## src/rtl/gsef_pkg.sv

```systemverilog
// shared constants, types and helpers for the greyscale sobel edge filter
package gsef_pkg;

    localparam int PIX_W         = 8;
    localparam int CFG_W         = 11;
    localparam int ROW_W         = 16;
    localparam int GRAD_W        = 11;
    localparam int SQ_W          = 20;
    localparam int SUM_W         = 21;
    localparam int ROOT_OP_W     = 16;
    localparam int MAX_WIDTH_DEF = 1024;
    localparam int MIN_WIDTH     = 3;

    localparam logic [CFG_W-1:0]  WIDTH_RESET    = 11'd640;
    localparam logic [ROW_W-1:0]  ROW_MAX        = 16'hFFFF;
    localparam logic [SUM_W-1:0]  ROOT_SAT_LIMIT = 21'd65025;
    localparam logic [PIX_W-1:0]  ROOT_SAT_VALUE = 8'd255;

    // luma weights in 16-bit fixed point
    localparam logic [15:0] LUMA_B = 16'd7471;
    localparam logic [15:0] LUMA_G = 16'd38470;
    localparam logic [15:0] LUMA_R = 16'd19595;

    typedef struct packed {
        logic             done;
        logic [PIX_W-1:0] root;
    } root_rsp_t;

    function automatic logic [PIX_W-1:0] luma(input logic [PIX_W-1:0] b,
                                              input logic [PIX_W-1:0] g,
                                              input logic [PIX_W-1:0] r);
        logic [23:0] acc;
        acc = 24'(b * LUMA_B) + 24'(g * LUMA_G) + 24'(r * LUMA_R);
        return acc[23:16];
    endfunction

endpackage

```

## src/rtl/gsef_root.sv

```systemverilog
// iterative ceiling square root, one result bit per cycle, saturated to 255
module gsef_root (
    input  logic                        clk,
    input  logic                        rst_n,
    input  logic                        start,
    input  logic [gsef_pkg::SUM_W-1:0]  operand,
    output gsef_pkg::root_rsp_t         rsp
);
    import gsef_pkg::*;

    typedef enum logic [1:0] {R_IDLE, R_ITER, R_FIX, R_DONE} rstate_t;

    rstate_t              state_reg;
    logic [ROOT_OP_W-1:0] op_reg;
    logic [PIX_W-1:0]     root_reg;
    logic [2:0]           bit_reg;

    logic [PIX_W-1:0]     cand;
    logic [PIX_W-1:0]     mul_in;
    logic [ROOT_OP_W-1:0] mul_out;

    always_comb
    begin
        cand    = root_reg | (PIX_W'(1) << bit_reg);
        mul_in  = (state_reg == R_ITER) ? cand : root_reg;
        mul_out = mul_in * mul_in;
    end

    always_ff @(posedge clk or negedge rst_n)
    begin
        if (!rst_n)
        begin
            state_reg <= R_IDLE;
            op_reg    <= '0;
            root_reg  <= '0;
            bit_reg   <= '0;
        end
        else
        begin
            case (state_reg)
                R_IDLE:
                begin
                    if (start)
                    begin
                        if (operand > ROOT_SAT_LIMIT)
                        begin
                            root_reg  <= ROOT_SAT_VALUE;
                            state_reg <= R_DONE;
                        end
                        else
                        begin
                            op_reg    <= operand[ROOT_OP_W-1:0];
                            root_reg  <= '0;
                            bit_reg   <= 3'd7;
                            state_reg <= R_ITER;
                        end
                    end
                end
                R_ITER:
                begin
                    // keep the trial bit if its square still fits
                    if (mul_out <= op_reg)
                    begin
                        root_reg <= cand;
                    end
                    if (bit_reg == 3'd0)
                    begin
                        state_reg <= R_FIX;
                    end
                    else
                    begin
                        bit_reg <= bit_reg - 3'd1;
                    end
                end
                R_FIX:
                begin
                    // floor to ceiling when not a perfect square
                    if (mul_out != op_reg)
                    begin
                        root_reg <= root_reg + PIX_W'(1);
                    end
                    state_reg <= R_DONE;
                end
                R_DONE:
                begin
                    state_reg <= R_IDLE;
                end
                default:
                begin
                    state_reg <= R_IDLE;
                end
            endcase
        end
    end

    assign rsp.done = (state_reg == R_DONE);
    assign rsp.root = root_reg;

endmodule

```

## config.mk

```make
export PLATFORM = sky130hd
export DESIGN_NAME = gsef_root
export DESIGN_NICKNAME = d
export VERILOG_FILES = /design/src/rtl/gsef_pkg.sv /design/src/rtl/gsef_root.sv
export SDC_FILE = /design/constraint.sdc
export NUM_CORES = 1
export LEC_CHECK = 0
export ABC_AREA = 1
export BUFFER_PORTS_ARGS = -buffer_cell sky130_fd_sc_hd__clkbuf_2
export CAP_MARGIN = 20
export CORE_ASPECT_RATIO = 1.5
export CORE_MARGIN = 2
export CORE_UTILIZATION = 46
export DETAILED_ROUTE_END_ITERATION = 8
export PLACE_DENSITY = 0.65
export SLEW_MARGIN = 40
export SYNTH_ARGS = -nofsm -noshare
export SYNTH_HDL_FRONTEND = slang
export SYNTH_SLANG_ARGS = --single-unit
```

## constraint.sdc

```tcl
create_clock -name clk -period 12.51 [get_ports clk]
set_input_delay 1.251 -clock clk [delete_from_list [all_inputs] [get_ports clk]]
set_output_delay 1.251 -clock clk [all_outputs]
set_load 0.01 [all_outputs]
```

==> results_dict.tcl, run 1 <==
set metrics [dict create \
    status "finished, final reports clean" \
    grt_max_degree 33 \
    nets 679 \
    tns_ns 0 \
    finalWirelength_um 8840 \
    clk_latency_ns 0.28 \
    grt_use_total_pct 21.4 \
    grt_pass1_wl_um 15200 \
    crit_fanout 11 \
    relSlewSlack_pct 53.7 \
    viasPerCell 5.01 \
    avgRoutedWirePerCell_um 12.9 \
    synth_top_area_cell "dfrtp_1" \
    ioPinCount 33 \
    drive_above_1_share_pct 11.6 \
    cts_hold_buf 0 \
    post_cts_buffers 0 \
    cts_made_buffers 5 \
    die_x_um 79.0 \
    cp_slowest_stage_delay_ns 0.54 \
    hold_viol 0 \
    r2r_slack_ns 6.09 \
    slowest_stage "fa_1" \
    setup_ws_ns 6.09 \
    cts.path.max_buffers 2 \
    grt_pass1_vias 3465 \
    dp_slack_ns 6.11 \
    critPathTopFamily "adder cells" \
    slew_viol_final 0 \
    fill_cells 881 \
    rsz0062_at_grt "no" \
    root_buffer "clkbuf_16" \
    cts_tree "yes" \
    worst_slew_pin_slew_ns 0.690 \
    h-tree-depth 2 \
    synth_top_area_share_pct 18.7 \
    fin_crit_ns 6.42 \
    setup_viol 0 \
    synth.avg_cell_area_sq_um 7.13 \
    max_freq_ghz 0.156 \
    synthesis.area_sq_mm 0.00388 \
    fp.dieArea_sq_mm 0.00920 \
    cp.required_ns 12.68 \
    synth_cell_types 32 \
    place.gp.congestion 0.919 \
    maxCapViolations 0 \
    grt_overflow_total 0 \
    detail-route-antenna-nets 0 \
    dp_hpwl_um 7550 \
    drtPass1Iterations 7 \
    crit_buf_inv 8 \
    drt_drc_violations_left 0 \
    cts_sinks 29 \
    num_vias 3434 \
    start_util_pct 46.7 \
    core_sq_mm 0.00831 \
    largest_reg_flops 16 \
    final.period_utilization_pct 51.3 \
    end_kind "register" \
    hold_path.class "reg2reg" \
    start_kind "register" \
    num_rows 41 \
    worstPathArrival_ns 6.59 \
    fin_worst_skew_ns 0.00481 \
    die_h_um 116 \
    synth_seq_cells 29 \
    netlist_instances 544 \
    critPathKind "reg2reg" \
    ys_seq_area_share_pct 18.7 \
    num_antenna_cells 0 \
    io_buffers 32 \
    syn_nets 646 \
    yosysWarnings 0 \
    synth_area_leaders "dfrtp_1 19%, ha_1 17%, nand2_1 14%" \
    path_clk_slew_ns 0.05 \
    grt_antenna_before_repair 0 \
    cts_resized 0 \
    drtIter0Drc 148 \
    areaGrowthSynthToFinish_pct 10.0 \
]
## path summary, 6_finish.rpt
check | endpoint | start | cells after the start
min in group asynchronous | op_reg[13]$_DFFE_PN0P_ | rst_n | 1
worst min-delay path | op_reg[9]$_DFFE_PN0P_ | op_reg[9]$_DFFE_PN0P_ | 2
max in group asynchronous | op_reg[4]$_DFFE_PN0P_ | rst_n | 1
worst max-delay path | root_reg[6]$_DFFE_PN0P_ | state_reg[1]$_DFFE_PN0P_ | 31
worst max register to register | root_reg[6]$_DFFE_PN0P_ | state_reg[1]$_DFFE_PN0P_ | 31
worst min register to register | op_reg[9]$_DFFE_PN0P_ | op_reg[9]$_DFFE_PN0P_ | 2
## area by class of cell
cell class | instances | area, sq um | share of cell area, %
tap | 107 | 134 | 3.14
timing repair buffer | 33 | 168 | 3.93
sequential | 29 | 726 | 17.0
clock buffer | 6 | 129 | 3.02
inverter | 113 | 424 | 9.94
clock inverter | 2 | 10.0 | 0.235
multi-input combinational | 395 | 2680 | 62.7
## routing by layer
layer / up-vias / routed length (um) / GRT usage, %
met5: - / 0 / 0
met4: 0 / 270 / 8.05
met3: 22 / 209 / 3.25
met2: 65 / 5070 / 43.4
met1: 1613 / 3290 / 21.4
li1: 1734 / - / -
## kinds of logic (layout without fill, tap and decap cells)
| family | after synthesis | after routing | synth area share (%) |
|---|---|---|---|
| AOI/OAI and AO/OA | 68 | 68 | 10.8 |
| and+or+nand+nor | 230 | 230 | 24.2 |
| adders and majority gates | 78 | 78 | 30.0 |
| xor gates and xnor gates | 17 | 17 | 3.84 |
| buffers and inverters | 120 | 154 | 12.3 |
| other | 2 | 2 | 0.194 |
| DFF | 29 | 29 | 18.7 |
## metrics by stage
step	cell area [sq um]	std cells	hold slack, ns	util [%]
after floorplan	3880	544	0.492	-
after global placement	4130	677	0.517	49.7
after detailed placement	4130	677	0.523	49.7
after CTS	4270	685	0.534	51.4
after global routing	4270	685	0.539	51.4
final	4270	685	0.528	51.4
## cell usage in the layout (no fill, tap or decap), drive strengths merged
cell type,n
xnor2,9
clkbuf,37
or2,1
nand2,152
o21ai,35
conb,2
nor3,3
a21oi,25
a21o,2
nor4,1
o22ai,1
clkinv,2
a31oi,2
o21a,1
buf,2
fa,25
nand3,24
xor2,8
nor2,46
nand4,3
dfrtp,29
o211ai,1
inv,113
a22oi,1
ha,53
## synth_stat cells, drive strengths merged
cell type	n
a21o	2
xnor2	9
nor2	46
xor2	8
o22ai	1
nand4	3
nand3	24
a21oi	25
o21a	1
nor4	1
o211ai	1
a31oi	2
conb	2
buf	6
inv	113
o21ai	35
nand2	152
ha	53
or2	1
nor3	3
fa	25
dfrtp	29
a22oi	1
clkbuf	1
## tightest hold or removal path: cells and delay by family (launching register included)
kind	cells	cell delay (ns)
buf+inv	1	0.06
compound gates	1	0.12
flops	1	0.31
Power of run 1 is not shown: default switching activity piles up to over one toggle a cycle in this logic, so the estimate is an artifact.
==> run 2: changes to the inputs <==
- PLACE_DENSITY: 0.65 -> 0.68
- clock period: 12.51 -> 5.2 ns (I/O delays scaled with it)
==> results_dict.tcl, run 2 (synthesized netlist as in run 1, its figures left out) <==
set metrics [dict create \
    ff2ff_path_depth 33 \
    areaGrowthSynthToFinish_pct 35.3 \
    r2r_slack_ns -0.28 \
    grt_pass1_vias 3713 \
    h-tree-depth 2 \
    final.period_utilization_pct 105 \
    detail-route-antenna-nets 0 \
    clk_latency_ns 0.28 \
    reg2reg_from "state_reg[1]$_DFFE_PN0P_" \
    grt_overflow_total 0 \
    start_kind "register" \
    num_vias 3722 \
    path_clk_slew_ns 0.05 \
    fp.dieArea_sq_mm 0.00920 \
    grt_antenna_before_repair 0 \
    grt_pass1_wl_um 16100 \
    drtPass1Iterations 4 \
    setup_viol 8 \
    drive_above_1_share_pct 32.2 \
    largest_reg_flops 16 \
    dp_hpwl_um 7550 \
    mostFrequentLayoutCells "134 x nand2_1, 99 x inv_1, 75 x buf_4" \
    drtIter0Drc 132 \
    cts_made_buffers 5 \
    cts_sinks 29 \
    final_area_sq_mm 0.00525 \
    fin_crit_ns 5.48 \
    core_sq_mm 0.00831 \
    hold_path.class "in2async" \
    root_buffer "clkbuf_16" \
    place.gp.congestion 0.901 \
    grt_max_degree 33 \
    cts.path.max_buffers 2 \
    finalCoreUtilization_pct 63.2 \
    slowest_stage "fa_1" \
    grt_use_total_pct 22.1 \
    layout_commonest_cell "nand2_1" \
    violations "negative setup slack" \
    maxCapViolations 0 \
    cp.required_ns 5.37 \
    max_freq_ghz 0.182 \
    rsz0062_at_grt "yes" \
    status "complete, but fails checks" \
    viasPerCell 4.88 \
    io_buffers 32 \
    slew_viol_final 0 \
    nets 757 \
    finalWirelength_um 9560 \
    setup_ws_ns -0.284 \
    die_x_um 79.0 \
    die_h_um 116 \
    num_antenna_cells 0 \
    place_area_sq_mm 0.00475 \
    crit_fanout 5 \
    start_util_pct 46.7 \
    fin_worst_skew_ns 0.00545 \
    worstPathArrival_ns 5.65 \
    relSlewSlack_pct 55.9 \
    cts_tree "yes" \
    cp_slowest_stage_delay_ns 0.52 \
    timing.rr.end "root_reg[7]$_DFFE_PN0P_" \
    end_kind "register" \
    ioPinCount 33 \
    cts_hold_buf 0 \
    drt_drc_violations_left 0 \
    worst_slew_pin_slew_ns 0.662 \
    hold_viol 0 \
    num_rows 41 \
    tns_ns -2.10 \
    avgRoutedWirePerCell_um 12.5 \
    critPathKind "reg2reg" \
]
## run 2: cell count changes in the layout (fill, tap and decap cells not counted), moves of 9 or more
cell and change:
a21oi_1 -9, ha_1 -11, ha_4 +10, nor2_1 -10, nand2_2 +12, buf_4 +74, inv_2 +9, inv_1 -10
nand2_1 -15
## run 2: repair_timing
item,CTS,global route
setup endpoints to repair,8,8
buffers inserted,11,5
endpoints found under the hold margin,0,0
resized for setup,30,31
pin swaps,20,21
## run 2: metrics by stage
step / setup slack (ns) / instances / hold WS, ns
after floorplan: 0.000136 / 544 / 0.224
final: -0.284 / 763 / 0.272
after detailed placement: -0.383 / 739 / 0.513
after CTS: -0.342 / 758 / 0.317
after global placement: -0.317 / 739 / 0.506
after global routing: -0.514 / 763 / 0.328
## run 2: worst max path at each step
stage                                  start                 endpoint  slack [ns]  cells after the start
floorplan           state_reg[1]$_DFFE_PN0P_  root_reg[6]$_DFFE_PN0P_      0.0001                     29
global route        state_reg[1]$_DFFE_PN0P_  root_reg[7]$_DFFE_PN0P_       -0.51                     33
global placement      bit_reg[0]$_DFFE_PN0P_  root_reg[0]$_DFFE_PN0P_       -0.32                     27
detailed placement    bit_reg[0]$_DFFE_PN0P_  root_reg[5]$_DFFE_PN0P_       -0.38                     27
finish              state_reg[1]$_DFFE_PN0P_  root_reg[7]$_DFFE_PN0P_       -0.28                     33
CTS                   bit_reg[1]$_DFFE_PN0P_  root_reg[7]$_DFFE_PN0P_       -0.34                     30
## run 2: area by class of cell
type | instances | area [sq um]
multi-input cells | 395 | 3040
repair buffers | 111 | 777
flip-flops and latches | 29 | 727
clock buffers | 5 | 125
clock inverters | 3 | 17.5
well taps | 107 | 134
inverters | 113 | 429
fillers | 733 | 3060
## run 2: worst max-delay path: cells and delay by family (launching register included)
| kind | cells | cell delay, ns |
|---|---|---|
| AOI/OAI and AO/OA | 3 | 0.32 |
| xor gates and xnor gates | 1 | 0.15 |
| adders and majority gates | 7 | 2.72 |
| buffers and inverters | 9 | 0.59 |
| DFF | 1 | 0.39 |
| and+or+nand+nor | 13 | 1.20 |
## run 2: metal layers
metal	track usage, %	up-vias	part of all wire, %
met5	0	-	0
met4	6.44	0	2.3
met3	1.78	22	2.6
met2	43.4	67	56
met1	25.1	1730	39
li1	-	1903	-
Power of run 2 is left out for the same reason.
